**src/rtl/oida_pkg.sv**
```systemverilog
`timescale 1ns / 1ps
// Shared types, codes and defaults for the ordered insert/delete array.
package oida_pkg;

   localparam int DEPTH_DEFAULT       = 16;
   localparam int VALUE_WIDTH_DEFAULT = 32;

   // Fixed word field widths
   localparam int REQ_TYPE_W = 2;
   localparam int IDX_W      = 8;
   localparam int WDATA_W    = 32;
   localparam int STATUS_W   = 2;
   localparam int RDATA_W    = 32;
   localparam int COUNT_W_DEFAULT = $clog2(DEPTH_DEFAULT + 1);

   typedef enum logic [REQ_TYPE_W-1:0] {
      REQ_INSERT = 2'd0,
      REQ_DELETE = 2'd1,
      REQ_GET    = 2'd2,
      REQ_SET    = 2'd3
   } req_op_type;

   typedef enum logic [STATUS_W-1:0] {
      ST_OK        = 2'd0,
      ST_BAD_INDEX = 2'd1,
      ST_FULL      = 2'd2
   } status_type;

   // Broadcast to every cell of the chain.
   typedef struct packed {
      logic             insert_en;
      logic             delete_en;
      logic             set_en;
      logic [IDX_W-1:0] pos;
   } cell_ctrl_type;

endpackage

```
**src/rtl/oida_req_if.sv**
```systemverilog
`timescale 1ns / 1ps
// Request channel: valid/ready handshake with the request word.
interface oida_req_if;
   logic                          valid;
   logic                          ready;
   logic [oida_pkg::REQ_TYPE_W-1:0] req_type;
   logic [oida_pkg::IDX_W-1:0]      index;
   logic [oida_pkg::WDATA_W-1:0]    write_value;

   modport source (output valid, output req_type, output index, output write_value,
                   input ready);
   modport sink   (input valid, input req_type, input index, input write_value,
                   output ready);
endinterface

```
**src/rtl/oida_rsp_if.sv**
```systemverilog
`timescale 1ns / 1ps
// Response channel: valid/ready handshake with the result word.
interface oida_rsp_if #(
   parameter int COUNT_WIDTH = oida_pkg::COUNT_W_DEFAULT
);
   logic                          valid;
   logic                          ready;
   logic [oida_pkg::STATUS_W-1:0] status;
   logic [oida_pkg::RDATA_W-1:0]  read_value;
   logic [COUNT_WIDTH-1:0]        count;

   modport source (output valid, output status, output read_value, output count,
                   input ready);
   modport sink   (input valid, input status, input read_value, input count,
                   output ready);
endinterface

```
**src/rtl/oida_cell.sv**
```systemverilog
`timescale 1ns / 1ps
// One storage cell of the chain: holds one entry, shifts to or from its neighbors.
module oida_cell #(
   parameter int VALUE_WIDTH = oida_pkg::VALUE_WIDTH_DEFAULT,
   parameter int CELL_INDEX  = 0
) (
   input  logic                    clock,
   input  oida_pkg::cell_ctrl_type ctrl,
   input  logic [VALUE_WIDTH-1:0]  left_value,   // entry of cell below
   input  logic [VALUE_WIDTH-1:0]  right_value,  // entry of cell above
   input  logic [VALUE_WIDTH-1:0]  write_value,
   output logic [VALUE_WIDTH-1:0]  value
);

   localparam logic [oida_pkg::IDX_W-1:0] MY_POS = oida_pkg::IDX_W'(CELL_INDEX);

   logic [VALUE_WIDTH-1:0] value_ff;
   logic [VALUE_WIDTH-1:0] value_in;

   always_comb begin
      value_in = value_ff;
      if (ctrl.insert_en) begin
         if (MY_POS > ctrl.pos) begin
            value_in = left_value;
         end else if (MY_POS == ctrl.pos) begin
            value_in = write_value;
         end
      end else if (ctrl.delete_en) begin
         if (MY_POS >= ctrl.pos) begin
            value_in = right_value;
         end
      end else if (ctrl.set_en) begin
         if (MY_POS == ctrl.pos) begin
            value_in = write_value;
         end
      end
   end

   // Payload only: no reset.
   always_ff @(posedge clock) begin
      value_ff <= value_in;
   end

   assign value = value_ff;

endmodule

```
**src/rtl/ordered_insert_delete_array_core.sv**
```systemverilog
`timescale 1ns / 1ps
// Top level of the ordered insert/delete array: control, cell chain and response register.
//
// Ordered array of DEPTH words kept in a chain of cells. Each request word
// (insert, delete, get or set at an index) gets exactly one response word
// carrying a status (ok, invalid index, full), the entry read by a get (zero
// otherwise) and the entry count after the request. Insert clamps its index
// to the count, so any index at or past the end appends. Every cell updates
// in the same cycle, so a request is decoded, applied to the chain and its
// response registered together: one request per cycle when not held off, with
// response valid in the cycle after acceptance. The only thing that holds a
// request off is the response register: a new request is taken when it is
// empty or being drained in the same cycle. Entries are not cleared by reset;
// only the count and response valid are, and no entry at or above the count
// is ever read. Write words wider than VALUE_WIDTH lose their upper bits.
module ordered_insert_delete_array_core #(
   parameter int DEPTH       = oida_pkg::DEPTH_DEFAULT,
   parameter int VALUE_WIDTH = oida_pkg::VALUE_WIDTH_DEFAULT
) (
   input  logic        clock,
   input  logic        reset,
   oida_req_if.sink    req_if,
   oida_rsp_if.source  rsp_if
);

   localparam int CNT_W  = $clog2(DEPTH + 1);
   localparam int ADDR_W = $clog2(DEPTH);
   localparam logic [CNT_W-1:0] FULL_COUNT = CNT_W'(DEPTH);

   // ---------------------------------------------------------------------
   // Handshake
   // ---------------------------------------------------------------------
   logic rsp_valid_ff;
   logic rsp_valid_in;
   logic accept;

   assign req_if.ready = !rsp_valid_ff || rsp_if.ready;
   assign accept       = req_if.valid && req_if.ready;

   // ---------------------------------------------------------------------
   // Decode
   // ---------------------------------------------------------------------
   logic [CNT_W-1:0]               count_ff;
   logic [CNT_W-1:0]               count_in;
   logic [oida_pkg::IDX_W-1:0]     count_idx;
   logic                           is_full;
   logic                           idx_bad;
   oida_pkg::req_op_type           op;
   oida_pkg::status_type           status_ff;
   oida_pkg::status_type           status_in;
   logic [oida_pkg::RDATA_W-1:0]   read_value_ff;
   logic [oida_pkg::RDATA_W-1:0]   read_value_in;
   oida_pkg::cell_ctrl_type        ctrl;
   logic [VALUE_WIDTH-1:0]         wval;
   logic [VALUE_WIDTH-1:0]         cell_q [DEPTH];
   logic [VALUE_WIDTH-1:0]         rd_sel;

   assign op        = oida_pkg::req_op_type'(req_if.req_type);
   assign count_idx = oida_pkg::IDX_W'(count_ff);
   assign is_full   = (count_ff == FULL_COUNT);
   // count never exceeds DEPTH, so this also covers index >= DEPTH
   assign idx_bad   = (req_if.index >= count_idx);
   // keep low VALUE_WIDTH bits, zero-filled when VALUE_WIDTH is wider
   assign wval      = VALUE_WIDTH'({32'd0, req_if.write_value});
   assign rd_sel    = cell_q[req_if.index[ADDR_W-1:0]];

   always_comb begin
      ctrl          = '0;
      count_in      = count_ff;
      status_in     = status_ff;
      read_value_in = read_value_ff;
      rsp_valid_in  = rsp_valid_ff;

      if (rsp_if.ready) begin
         rsp_valid_in = 1'b0;
      end

      if (accept) begin
         rsp_valid_in  = 1'b1;
         status_in     = oida_pkg::ST_OK;
         read_value_in = '0;
         ctrl.pos      = req_if.index;
         case (op)
            oida_pkg::REQ_INSERT: begin
               if (is_full) begin
                  status_in = oida_pkg::ST_FULL;
               end else begin
                  ctrl.insert_en = 1'b1;
                  // clamp: past the end means append
                  if (idx_bad) begin
                     ctrl.pos = count_idx;
                  end
                  count_in = count_ff + CNT_W'(1);
               end
            end
            oida_pkg::REQ_DELETE: begin
               if (idx_bad) begin
                  status_in = oida_pkg::ST_BAD_INDEX;
               end else begin
                  ctrl.delete_en = 1'b1;
                  count_in       = count_ff - CNT_W'(1);
               end
            end
            oida_pkg::REQ_GET: begin
               if (idx_bad) begin
                  status_in = oida_pkg::ST_BAD_INDEX;
               end else begin
                  read_value_in = oida_pkg::RDATA_W'(rd_sel);
               end
            end
            oida_pkg::REQ_SET: begin
               if (idx_bad) begin
                  status_in = oida_pkg::ST_BAD_INDEX;
               end else begin
                  ctrl.set_en = 1'b1;
               end
            end
            default: begin
               status_in = oida_pkg::ST_BAD_INDEX;
            end
         endcase
      end
   end

   // ---------------------------------------------------------------------
   // Cell chain: cell i shifts from i-1 on insert, from i+1 on delete.
   // End cells recirculate their own word on the missing side.
   // ---------------------------------------------------------------------
   for (genvar i = 0; i < DEPTH; i++) begin : g_cell
      logic [VALUE_WIDTH-1:0] left_w;
      logic [VALUE_WIDTH-1:0] right_w;

      if (i == 0) begin : g_first
         assign left_w = cell_q[i];
      end else begin : g_mid_l
         assign left_w = cell_q[i-1];
      end

      if (i == DEPTH - 1) begin : g_last
         assign right_w = cell_q[i];
      end else begin : g_mid_r
         assign right_w = cell_q[i+1];
      end

      oida_cell #(
         .VALUE_WIDTH (VALUE_WIDTH),
         .CELL_INDEX  (i)
      ) u_cell (
         .clock       (clock),
         .ctrl        (ctrl),
         .left_value  (left_w),
         .right_value (right_w),
         .write_value (wval),
         .value       (cell_q[i])
      );
   end

   // ---------------------------------------------------------------------
   // Registers
   // ---------------------------------------------------------------------
   always_ff @(posedge clock) begin
      if (reset) begin
         rsp_valid_ff <= 1'b0;
         count_ff     <= '0;
      end else begin
         rsp_valid_ff <= rsp_valid_in;
         count_ff     <= count_in;
      end
   end

   always_ff @(posedge clock) begin
      status_ff     <= status_in;
      read_value_ff <= read_value_in;
   end

   // count_ff only moves on accept, which also reloads the response,
   // so it is always the count of the word on display.
   assign rsp_if.valid      = rsp_valid_ff;
   assign rsp_if.status     = status_ff;
   assign rsp_if.read_value = read_value_ff;
   assign rsp_if.count      = count_ff;

   // ---------------------------------------------------------------------
   // Assertions
   // ---------------------------------------------------------------------
   a_count_bound: assert property (@(posedge clock) disable iff (reset)
      count_ff <= FULL_COUNT)
      else $error("entry count above capacity");

   a_full_holds: assert property (@(posedge clock) disable iff (reset)
      accept && op == oida_pkg::REQ_INSERT && is_full
      |=> count_ff == $past(count_ff) && status_ff == oida_pkg::ST_FULL)
      else $error("insert into full array changed count");

   a_delete_dec: assert property (@(posedge clock) disable iff (reset)
      accept && op == oida_pkg::REQ_DELETE && !idx_bad
      |=> count_ff == $past(count_ff) - CNT_W'(1))
      else $error("delete did not drop count");

   a_read_zero: assert property (@(posedge clock) disable iff (reset)
      rsp_valid_ff && status_ff != oida_pkg::ST_OK |-> read_value_ff == '0)
      else $error("nonzero read word on failed request");

endmodule

```
**src/flat_wrapper.sv**
```systemverilog
// flat-port wrapper written by rule: the top's interface ports become plain ports
module ordered_insert_delete_array_core_flat 
#(
   parameter int DEPTH       = oida_pkg::DEPTH_DEFAULT,
   parameter int VALUE_WIDTH = oida_pkg::VALUE_WIDTH_DEFAULT
)
  (clock, reset, req_if_valid, req_if_req_type, req_if_index, req_if_write_value, req_if_ready, rsp_if_valid, rsp_if_status, rsp_if_read_value, rsp_if_count, rsp_if_ready);
  oida_req_if req_if_i ();
  oida_rsp_if #(.COUNT_WIDTH((oida_pkg::COUNT_W_DEFAULT))) rsp_if_i ();
  input  logic clock;
  input  logic reset;
  input wire logic [$bits(req_if_i.valid)-1:0] req_if_valid;
  input wire logic [$bits(req_if_i.req_type)-1:0] req_if_req_type;
  input wire logic [$bits(req_if_i.index)-1:0] req_if_index;
  input wire logic [$bits(req_if_i.write_value)-1:0] req_if_write_value;
  output wire logic [$bits(req_if_i.ready)-1:0] req_if_ready;
  output wire logic [$bits(rsp_if_i.valid)-1:0] rsp_if_valid;
  output wire logic [$bits(rsp_if_i.status)-1:0] rsp_if_status;
  output wire logic [$bits(rsp_if_i.read_value)-1:0] rsp_if_read_value;
  output wire logic [$bits(rsp_if_i.count)-1:0] rsp_if_count;
  input wire logic [$bits(rsp_if_i.ready)-1:0] rsp_if_ready;
  assign req_if_i.valid = req_if_valid;
  assign req_if_i.req_type = req_if_req_type;
  assign req_if_i.index = req_if_index;
  assign req_if_i.write_value = req_if_write_value;
  assign req_if_ready = req_if_i.ready;
  assign rsp_if_valid = rsp_if_i.valid;
  assign rsp_if_status = rsp_if_i.status;
  assign rsp_if_read_value = rsp_if_i.read_value;
  assign rsp_if_count = rsp_if_i.count;
  assign rsp_if_i.ready = rsp_if_ready;
  ordered_insert_delete_array_core #(.DEPTH(DEPTH), .VALUE_WIDTH(VALUE_WIDTH)) u_core (.clock(clock), .reset(reset), .req_if(req_if_i), .rsp_if(rsp_if_i));
endmodule
```
**config.mk**
```make
export PLATFORM = sky130hd
export DESIGN_NAME = ordered_insert_delete_array_core_flat
export DESIGN_NICKNAME = d
export VERILOG_FILES = /design/src/rtl/oida_pkg.sv /design/src/rtl/oida_req_if.sv /design/src/rtl/oida_rsp_if.sv /design/src/rtl/oida_cell.sv /design/src/rtl/ordered_insert_delete_array_core.sv /design/src/flat_wrapper.sv
export SDC_FILE = /design/constraint.sdc
export NUM_CORES = 2
export LEC_CHECK = 0
export ABC_CLOCK_PERIOD_IN_PS = 8410
export BUFFER_PORTS_ARGS = -buffer_cell sky130_fd_sc_hd__buf_2
export CORE_MARGIN = 5
export CORE_UTILIZATION = 45
export DETAILED_ROUTE_END_ITERATION = 10
export PLACE_DENSITY = 0.58
export SYNTH_ARGS = -nofsm -noshare
export SYNTH_HDL_FRONTEND = slang
export SYNTH_SLANG_ARGS = --single-unit
```
**constraint.sdc**
```tcl
create_clock -name clock -period 8.41 [get_ports clock]
set_clock_uncertainty 0.05 [all_clocks]
set_input_delay 2.1025 -clock clock [delete_from_list [all_inputs] [get_ports clock]]
set_output_delay 2.1025 -clock clock [all_outputs]
set_load 0.01 [all_outputs]
```
Word level (Yosys, flattened, before mapping) --
Cells that the tools add are included.
Word-level totals: register bits after elaboration 552, input port bits 46
Operators by class: bitwise operators 2, reductions and logical operators 28, order comparisons 33, mux-type cells 115, $add $sub $neg 2, equality and inequality tests 38
Operator list (number):
- 32-bit 2-to-1 mux | 97
- 32-bit binary-select mux with 4-bit select | 1
- 4-bit by 8-bit equality test with 1-bit output, first input constant | 8
- 4-bit by 8-bit greater-than comparator with 1-bit output, first input constant | 8
- 4-bit by 8-bit >= comparator with 1-bit output, first input constant | 7
- 3-bit by 2-bit inequality test with 1-bit output, second input constant | 15
- 3-bit by 8-bit equality test with 1-bit output, first input constant | 4
- 3-bit by 8-bit >= comparator with 1-bit output, first input constant | 4
- 3-bit by 8-bit greater-than comparator with 1-bit output, first input constant | 4
- 2-bit AND reduction | 15
- 8-bit 2-to-1 mux | 3
- 2-bit by 8-bit equality test with 1-bit output, first input constant | 2
- 1-bit by 8-bit >= comparator with 1-bit output, first input constant | 2
- 2-bit by 8-bit >= comparator with 1-bit output, first input constant | 2
- 1-bit by 8-bit greater-than comparator with 1-bit output, first input constant | 2
- 2-bit by 8-bit greater-than comparator with 1-bit output, first input constant | 2
- 11-bit 2-to-1 mux | 1
- 5-bit 2-to-1 mux | 2
- 5-bit one-hot mux with 2 select lines | 1
- 1-bit by 8-bit equality test with 1-bit output, first input constant | 1
- 8-bit by 5-bit >= comparator with 1-bit output | 1
- 8-bit zero test | 1
- 1-bit 2-to-1 mux | 8
- 2-bit inequality test, second input constant | 3
- other kinds (21) | 24

Longest topological paths before layout --
depth after elaboration 10, mapped depth 17, depth with buffers taken out 10

Modules after synthesis --
Synthesis repeated with hierarchy kept, for this count alone.
Unflattened totals: cell total of the unflattened synthesis 5171, area, all modules 49175.9 µm²
Modules (own cells, without submodules):
- ordered_insert_delete_array_core | cells an instance 433, seq. area each 1141.1 µm², area each 5970.7 µm², times used 1
- oida_cell at u_core.g_cell[6].u_cell | cells an instance 319, seq. area each 960.9 µm², area each 3275.6 µm², times used 1
- oida_cell at u_core.g_cell[10].u_cell | cells an instance 272, seq. area each 960.9 µm², area each 2979.1 µm², times used 1
- oida_cell at u_core.g_cell[5].u_cell | cells an instance 329, seq. area each 960.9 µm², area each 2916.5 µm², times used 1
- oida_cell at u_core.g_cell[1].u_cell | cells an instance 337, seq. area each 960.9 µm², area each 2874.0 µm², times used 1
- oida_cell at u_core.g_cell[11].u_cell | cells an instance 329, seq. area each 960.9 µm², area each 2869.0 µm², times used 1
- oida_cell at u_core.g_cell[3].u_cell | cells an instance 295, seq. area each 960.9 µm², area each 2862.7 µm², times used 1
- oida_cell at u_core.g_cell[7].u_cell | cells an instance 336, seq. area each 960.9 µm², area each 2850.2 µm², times used 1
- oida_cell at u_core.g_cell[14].u_cell | cells an instance 333, seq. area each 960.9 µm², area each 2758.9 µm², times used 1
- oida_cell at u_core.g_cell[2].u_cell | cells an instance 242, seq. area each 960.9 µm², area each 2757.6 µm², times used 1
- oida_cell at u_core.g_cell[15].u_cell | cells an instance 331, seq. area each 960.9 µm², area each 2741.4 µm², times used 1
- oida_cell at u_core.g_cell[9].u_cell | cells an instance 329, seq. area each 960.9 µm², area each 2690.1 µm², times used 1
- oida_cell at u_core.g_cell[13].u_cell | cells an instance 329, seq. area each 960.9 µm², area each 2678.8 µm², times used 1
- oida_cell at u_core.g_cell[12].u_cell | cells an instance 270, seq. area each 960.9 µm², area each 2581.2 µm², times used 1
- +3 rows

Least setup slack after synthesis --
OpenSTA, ideal clock, no wires.
kind input port to flip-flop, start point input req_if_index[0], end point register u_core.g_cell[4].u_cell.value_ff[0], enable pin, required time 7.919 ns, stages on the path 14, path buffers 5, slack 1.025 ns, data arrival time 6.895 ns, cell sequence clkbuf_1 > clkbuf_1 > buf_1 > inv_1 > ha_1 > a31oi_1 > nor2b_1 > or3_1 > clkbuf_2 > nand2_4 > o311ai_1 > nand4_1 > buf_2 > a31oi_1
On the way: word-level cells in the longest chain between the ends 8
Ends and longest elaborated chain:
- start: declaration | line flat_wrapper.sv:14 | input wire logic [$bits(req_if_i.index)-1:0] req_if_index;
- 8-bit by 5-bit >= comparator with 1-bit output | line ordered_insert_delete_array_core.sv:62 | assign idx_bad = (req_if.index >= count_idx);
- 8-bit 2-to-1 mux | line ordered_insert_delete_array_core.sv:90 | if (idx_bad) begin
- 8-bit 2-to-1 mux | line ordered_insert_delete_array_core.sv:85 | if (is_full) begin
- 8-bit 2-to-1 mux | line ordered_insert_delete_array_core.sv:83 | case (op)
- 11-bit 2-to-1 mux * | line ordered_insert_delete_array_core.sv:78 | if (accept) begin
- 3-bit by 8-bit >= comparator with 1-bit output | line oida_cell.sv:29 | if (MY_POS >= ctrl.pos) begin
- 3-bit by 2-bit inequality test with 1-bit output (no line)
- 2-bit AND reduction (no line) *
- end signal: assignment | line oida_cell.sv:41 | value_ff <= value_in;
- end: declaration | line oida_cell.sv:17 | logic [VALUE_WIDTH-1:0] value_ff;
Mark *: on every way between the ends. The rest lies on a longest branch, timed or not. A chain may end at the register's enable or synchronous reset.

Final worst setup path --
start point input req_if_index[2], end point register u_core.g_cell[15].u_cell.value_ff[17], data pin
On the way: word-level cells in the longest chain between the ends 10
Ends and longest elaborated chain:
- 8-bit by 5-bit >= comparator with 1-bit output | line ordered_insert_delete_array_core.sv:62
- 8-bit 2-to-1 mux | line ordered_insert_delete_array_core.sv:90
- 8-bit 2-to-1 mux | line ordered_insert_delete_array_core.sv:85
- 8-bit 2-to-1 mux * | line ordered_insert_delete_array_core.sv:83
- 11-bit 2-to-1 mux * | line ordered_insert_delete_array_core.sv:78
- branches (longest 4 deep; another with 4-bit by 8-bit greater-than comparator with 1-bit output)
- 32-bit 2-to-1 mux * | line oida_cell.sv:22 | if (ctrl.insert_en) begin
- net u_core.g_cell[15].u_cell.value_in[17] | line oida_cell.sv:18 | logic [VALUE_WIDTH-1:0] value_in;
- end signal: assignment | line oida_cell.sv:41
- end: declaration | line oida_cell.sv:17
Mark *: on every way through the listed nets, which the timed path passes. The select of a mux whose other input is x is not followed.

==> impl_results.md <==
- Critical setup path kind: in2reg
- Final setup fails: 0
- Setup Slack @ Placement: 1.43 ns
- Inserted Clock Buffers: 69
- FF-to-FF path depth: 11
- Final HPWL DP: 75200 µm
- CP Max Fanout: 74
- Clk pwr share: 41.7%
- Via density: 7.31
- VDD IR-drop max: 124 µV
- #FFs+latches synth: 552
- Post_cts resized: 0
- Register area share after synthesis: 47.0%
- Int Power: 5.18 mW
- # port buffers: 86
- Slew headroom: 13.0%
- Pwr Total: 7.10 mW
- Multi-input gate area: 17600 µm²
- CTS H-tree depth: 3
- Syn Area/Cell: 12.0 µm²
- CORE AREA: 77500 µm²
- GRT Util Overall: 31.7%
- Placement Cell Area: 36700 µm²
- RSZ-0062 raised after global routing: false
- Worst R2R Setup Slack: 3.12 ns
- Die height: 289 µm
- FP Rows: 102
- Ports: 87
- 1st-iter DRT viols: 4041
- Hold Vio Cnt, Final: 0
- Fmax achieved: 154 MHz
- DRT Pass-1 Iters: 6
- Fill cells: 6727
- Initial antenna violation count: 0
- Syn Nets: 2973
- Hold Crit Depth: 2
- CTS root buf: clkbuf_16
- Antenna fix cells: 0
- CTS tree: built
- Layout cells sized above 1: 17.9%
- DR vias: 28800
- Startpoint types: primary input
- Max Cap Violations: 0
- Fin Setup TNS: 0 ns
- Initial Utilization: 45.4%
- Die X: 289 µm
- Main synth FF type: edfxtp_1
- Later-pin clock latency in the skew report: 0.62 ns
- WHS: 0.483 ns
- # hold bufs at CTS: 0
- Post CTS Setup Buffer Count: 0
- Yosys cell types: 60
- First-pass GRT wire length: 196000 µm
- # nets final: 2903
- CP endpoint kind: flip-flop
- Worst-Margin Slew: 1.31 ns
- Largest net degree at the start of global routing: 194
- Finished Core Util: 50.1%
- P_sw: 1.91 mW
- Seq. cell area: 16500 µm²
- Outcome: finished, final reports clean
- Layout Area Growth over Synthesis: 10.5%
- Fin area: 38800 µm²
- CTS clock-pin slew for the worst setup and hold paths: 0.05 ns
- PwrDens: 183 nW/µm²
- Post-Synthesis Cells: 2918
- Die Area: 83800 µm²
- Period utilisation layout: 77.2%
- Pins Over Slew Limit: 0
- GRT overflow: 0
- Total placed cells including tap cells: 3817
- Ys Warns: 0
- Sw Ratio: 26.9%
- Worst setup margin: 1.92 ns
- # DRC: 0
- CTS max path bufs: 3
- Post-DR wirelength/cell: 34.8 µm
- Crit path DAT: 6.74 ns
- GPL Wtd Cong: 0.840
- CTS sink cnt: 552
- Sequential share of power: 45.9%
- Antenna-violating nets left: 0
- Post-Route WL: 137000 µm
- Final min period: 6.49 ns
- Required @ worst endpoint: 8.66 ns
- Vias in the first global route: 27800
- EDFF count, synth: 546
- Fin cells: 3939
- Combinational Power Share: 12.4%
- Async SR Flop Fraction: 0%
- Static Leakage: 14.1 nW
- Area of the mapped netlist: 35100 µm²
- Hold Crit Class: reg2reg
==> worst max-delay path, stage by stage <==
cell	delay (ns)
buf_6	0.60
ha_1	0.39
a21oi_1	0.15
a21oi_1	0.11
or3_1	0.55
nand2_4	0.21
mux2i_4	0.89
and3_2	0.83
buf_4	0.53
mux2i_1	0.24
o21ai_0	0.10
==> synth_stat cells, types with 28 or more instances <==
cell type | count | area (µm²)
a22oi_1 | 417 | 3130
nor2b_1 | 35 | 219
a21oi_1 | 28 | 140
mux4_2 | 159 | 3580
nand3_1 | 84 | 420
edfxtp_1 | 546 | 16400
buf_1 | 34 | 128
buf_2 | 58 | 290
o21ai_0 | 364 | 1820
a211o_1 | 31 | 272
mux2i_1 | 517 | 5170
nand2_1 | 87 | 327
o21ai_1 | 102 | 510
and2_1 | 33 | 206
a22o_1 | 31 | 272
o21ai_2 | 31 | 272
clkbuf_1 | 199 | 747
==> state kept, by name (all words and copies together), names as in the netlist <==
| name | flops |
|---|---|
| u_core.g_cell.u_cell.value | 512 |
| u_core.rsp_if.count | 5 |
| u_core.rsp_if.read_value | 32 |
| u_core.rsp_if.status | 2 |
| u_core.rsp_if.valid | 1 |
==> final cells by class <==
class / instances / area share (%)
Sequential cell: 552 / 42.5
Tap cell: 1040 / 3.35
Timing Repair Buffer: 168 / 3.09
Clock buffer: 85 / 4.82
Inverter: 11 / 0.106
Multi-Input combinational cell: 2046 / 45.3
Clock inverter: 37 / 0.789
==> layer usage <==
layer	track usage [%]	part of all wire, %	up-vias
met5	0	0	-
met4	14.4	5.3	0
met3	8.14	12	462
met2	48.8	45	2226
met1	42.4	38	14400
li1	-	-	11700
==> logic make-up after synthesis <==
family / synth area share [%]
fa+ha+maj: 0.342
compound gates: 19.2
xor+xnor: 0.125
mux: 25.0
buf+inv: 3.83
simple gates: 4.48
flops: 47.0
==> final timing paths <==
kind                                             endpoint                           startpoint
max          u_core.g_cell[15].u_cell.value[17]$_DFFE_PP_                      req_if_index[2]
min                      u_core.rsp_if.valid$_SDFFE_PP0P_     u_core.rsp_if.valid$_SDFFE_PP0P_
max reg2reg  u_core.g_cell[15].u_cell.value[17]$_DFFE_PP_  u_core.rsp_if.count[1]$_SDFFE_PP0P_
min reg2reg              u_core.rsp_if.valid$_SDFFE_PP0P_     u_core.rsp_if.valid$_SDFFE_PP0P_
==> cell usage in the layout, fill, tap and decap left out, types with 12 or more instances in the layout <==
| cell | n |
|---|---|
| a22oi_1 | 417 |
| a211o_1 | 31 |
| clkbuf_1 | 12 |
| a22o_1 | 31 |
| buf_4 | 71 |
| nand2_1 | 87 |
| and2_1 | 32 |
| mux4_2 | 159 |
| a21oi_1 | 16 |
| mux2i_1 | 516 |
| a21oi_4 | 12 |
| clkbuf_16 | 73 |
| clkinv_1 | 17 |
| o21ai_1 | 102 |
| nor2_1 | 16 |
| o21ai_0 | 362 |
| nor2b_1 | 35 |
| edfxtp_1 | 546 |
| buf_2 | 84 |
| o21ai_2 | 31 |
| nand3_1 | 77 |
==> power groups by stage <==
| stage | clock network, mW | logic, mW | registers (mW) |
|---|---|---|---|
| floorplan | 0 | 0.534 | 3.28 |
| global placement | 0 | 0.836 | 3.31 |
| detailed placement | 0 | 0.857 | 3.31 |
| CTS | 2.99 | 0.858 | 3.25 |
| global route | 3.08 | 0.914 | 3.27 |
| finish | 2.96 | 0.881 | 3.26 |
Note: power is estimated with default switching activity, not from simulation.
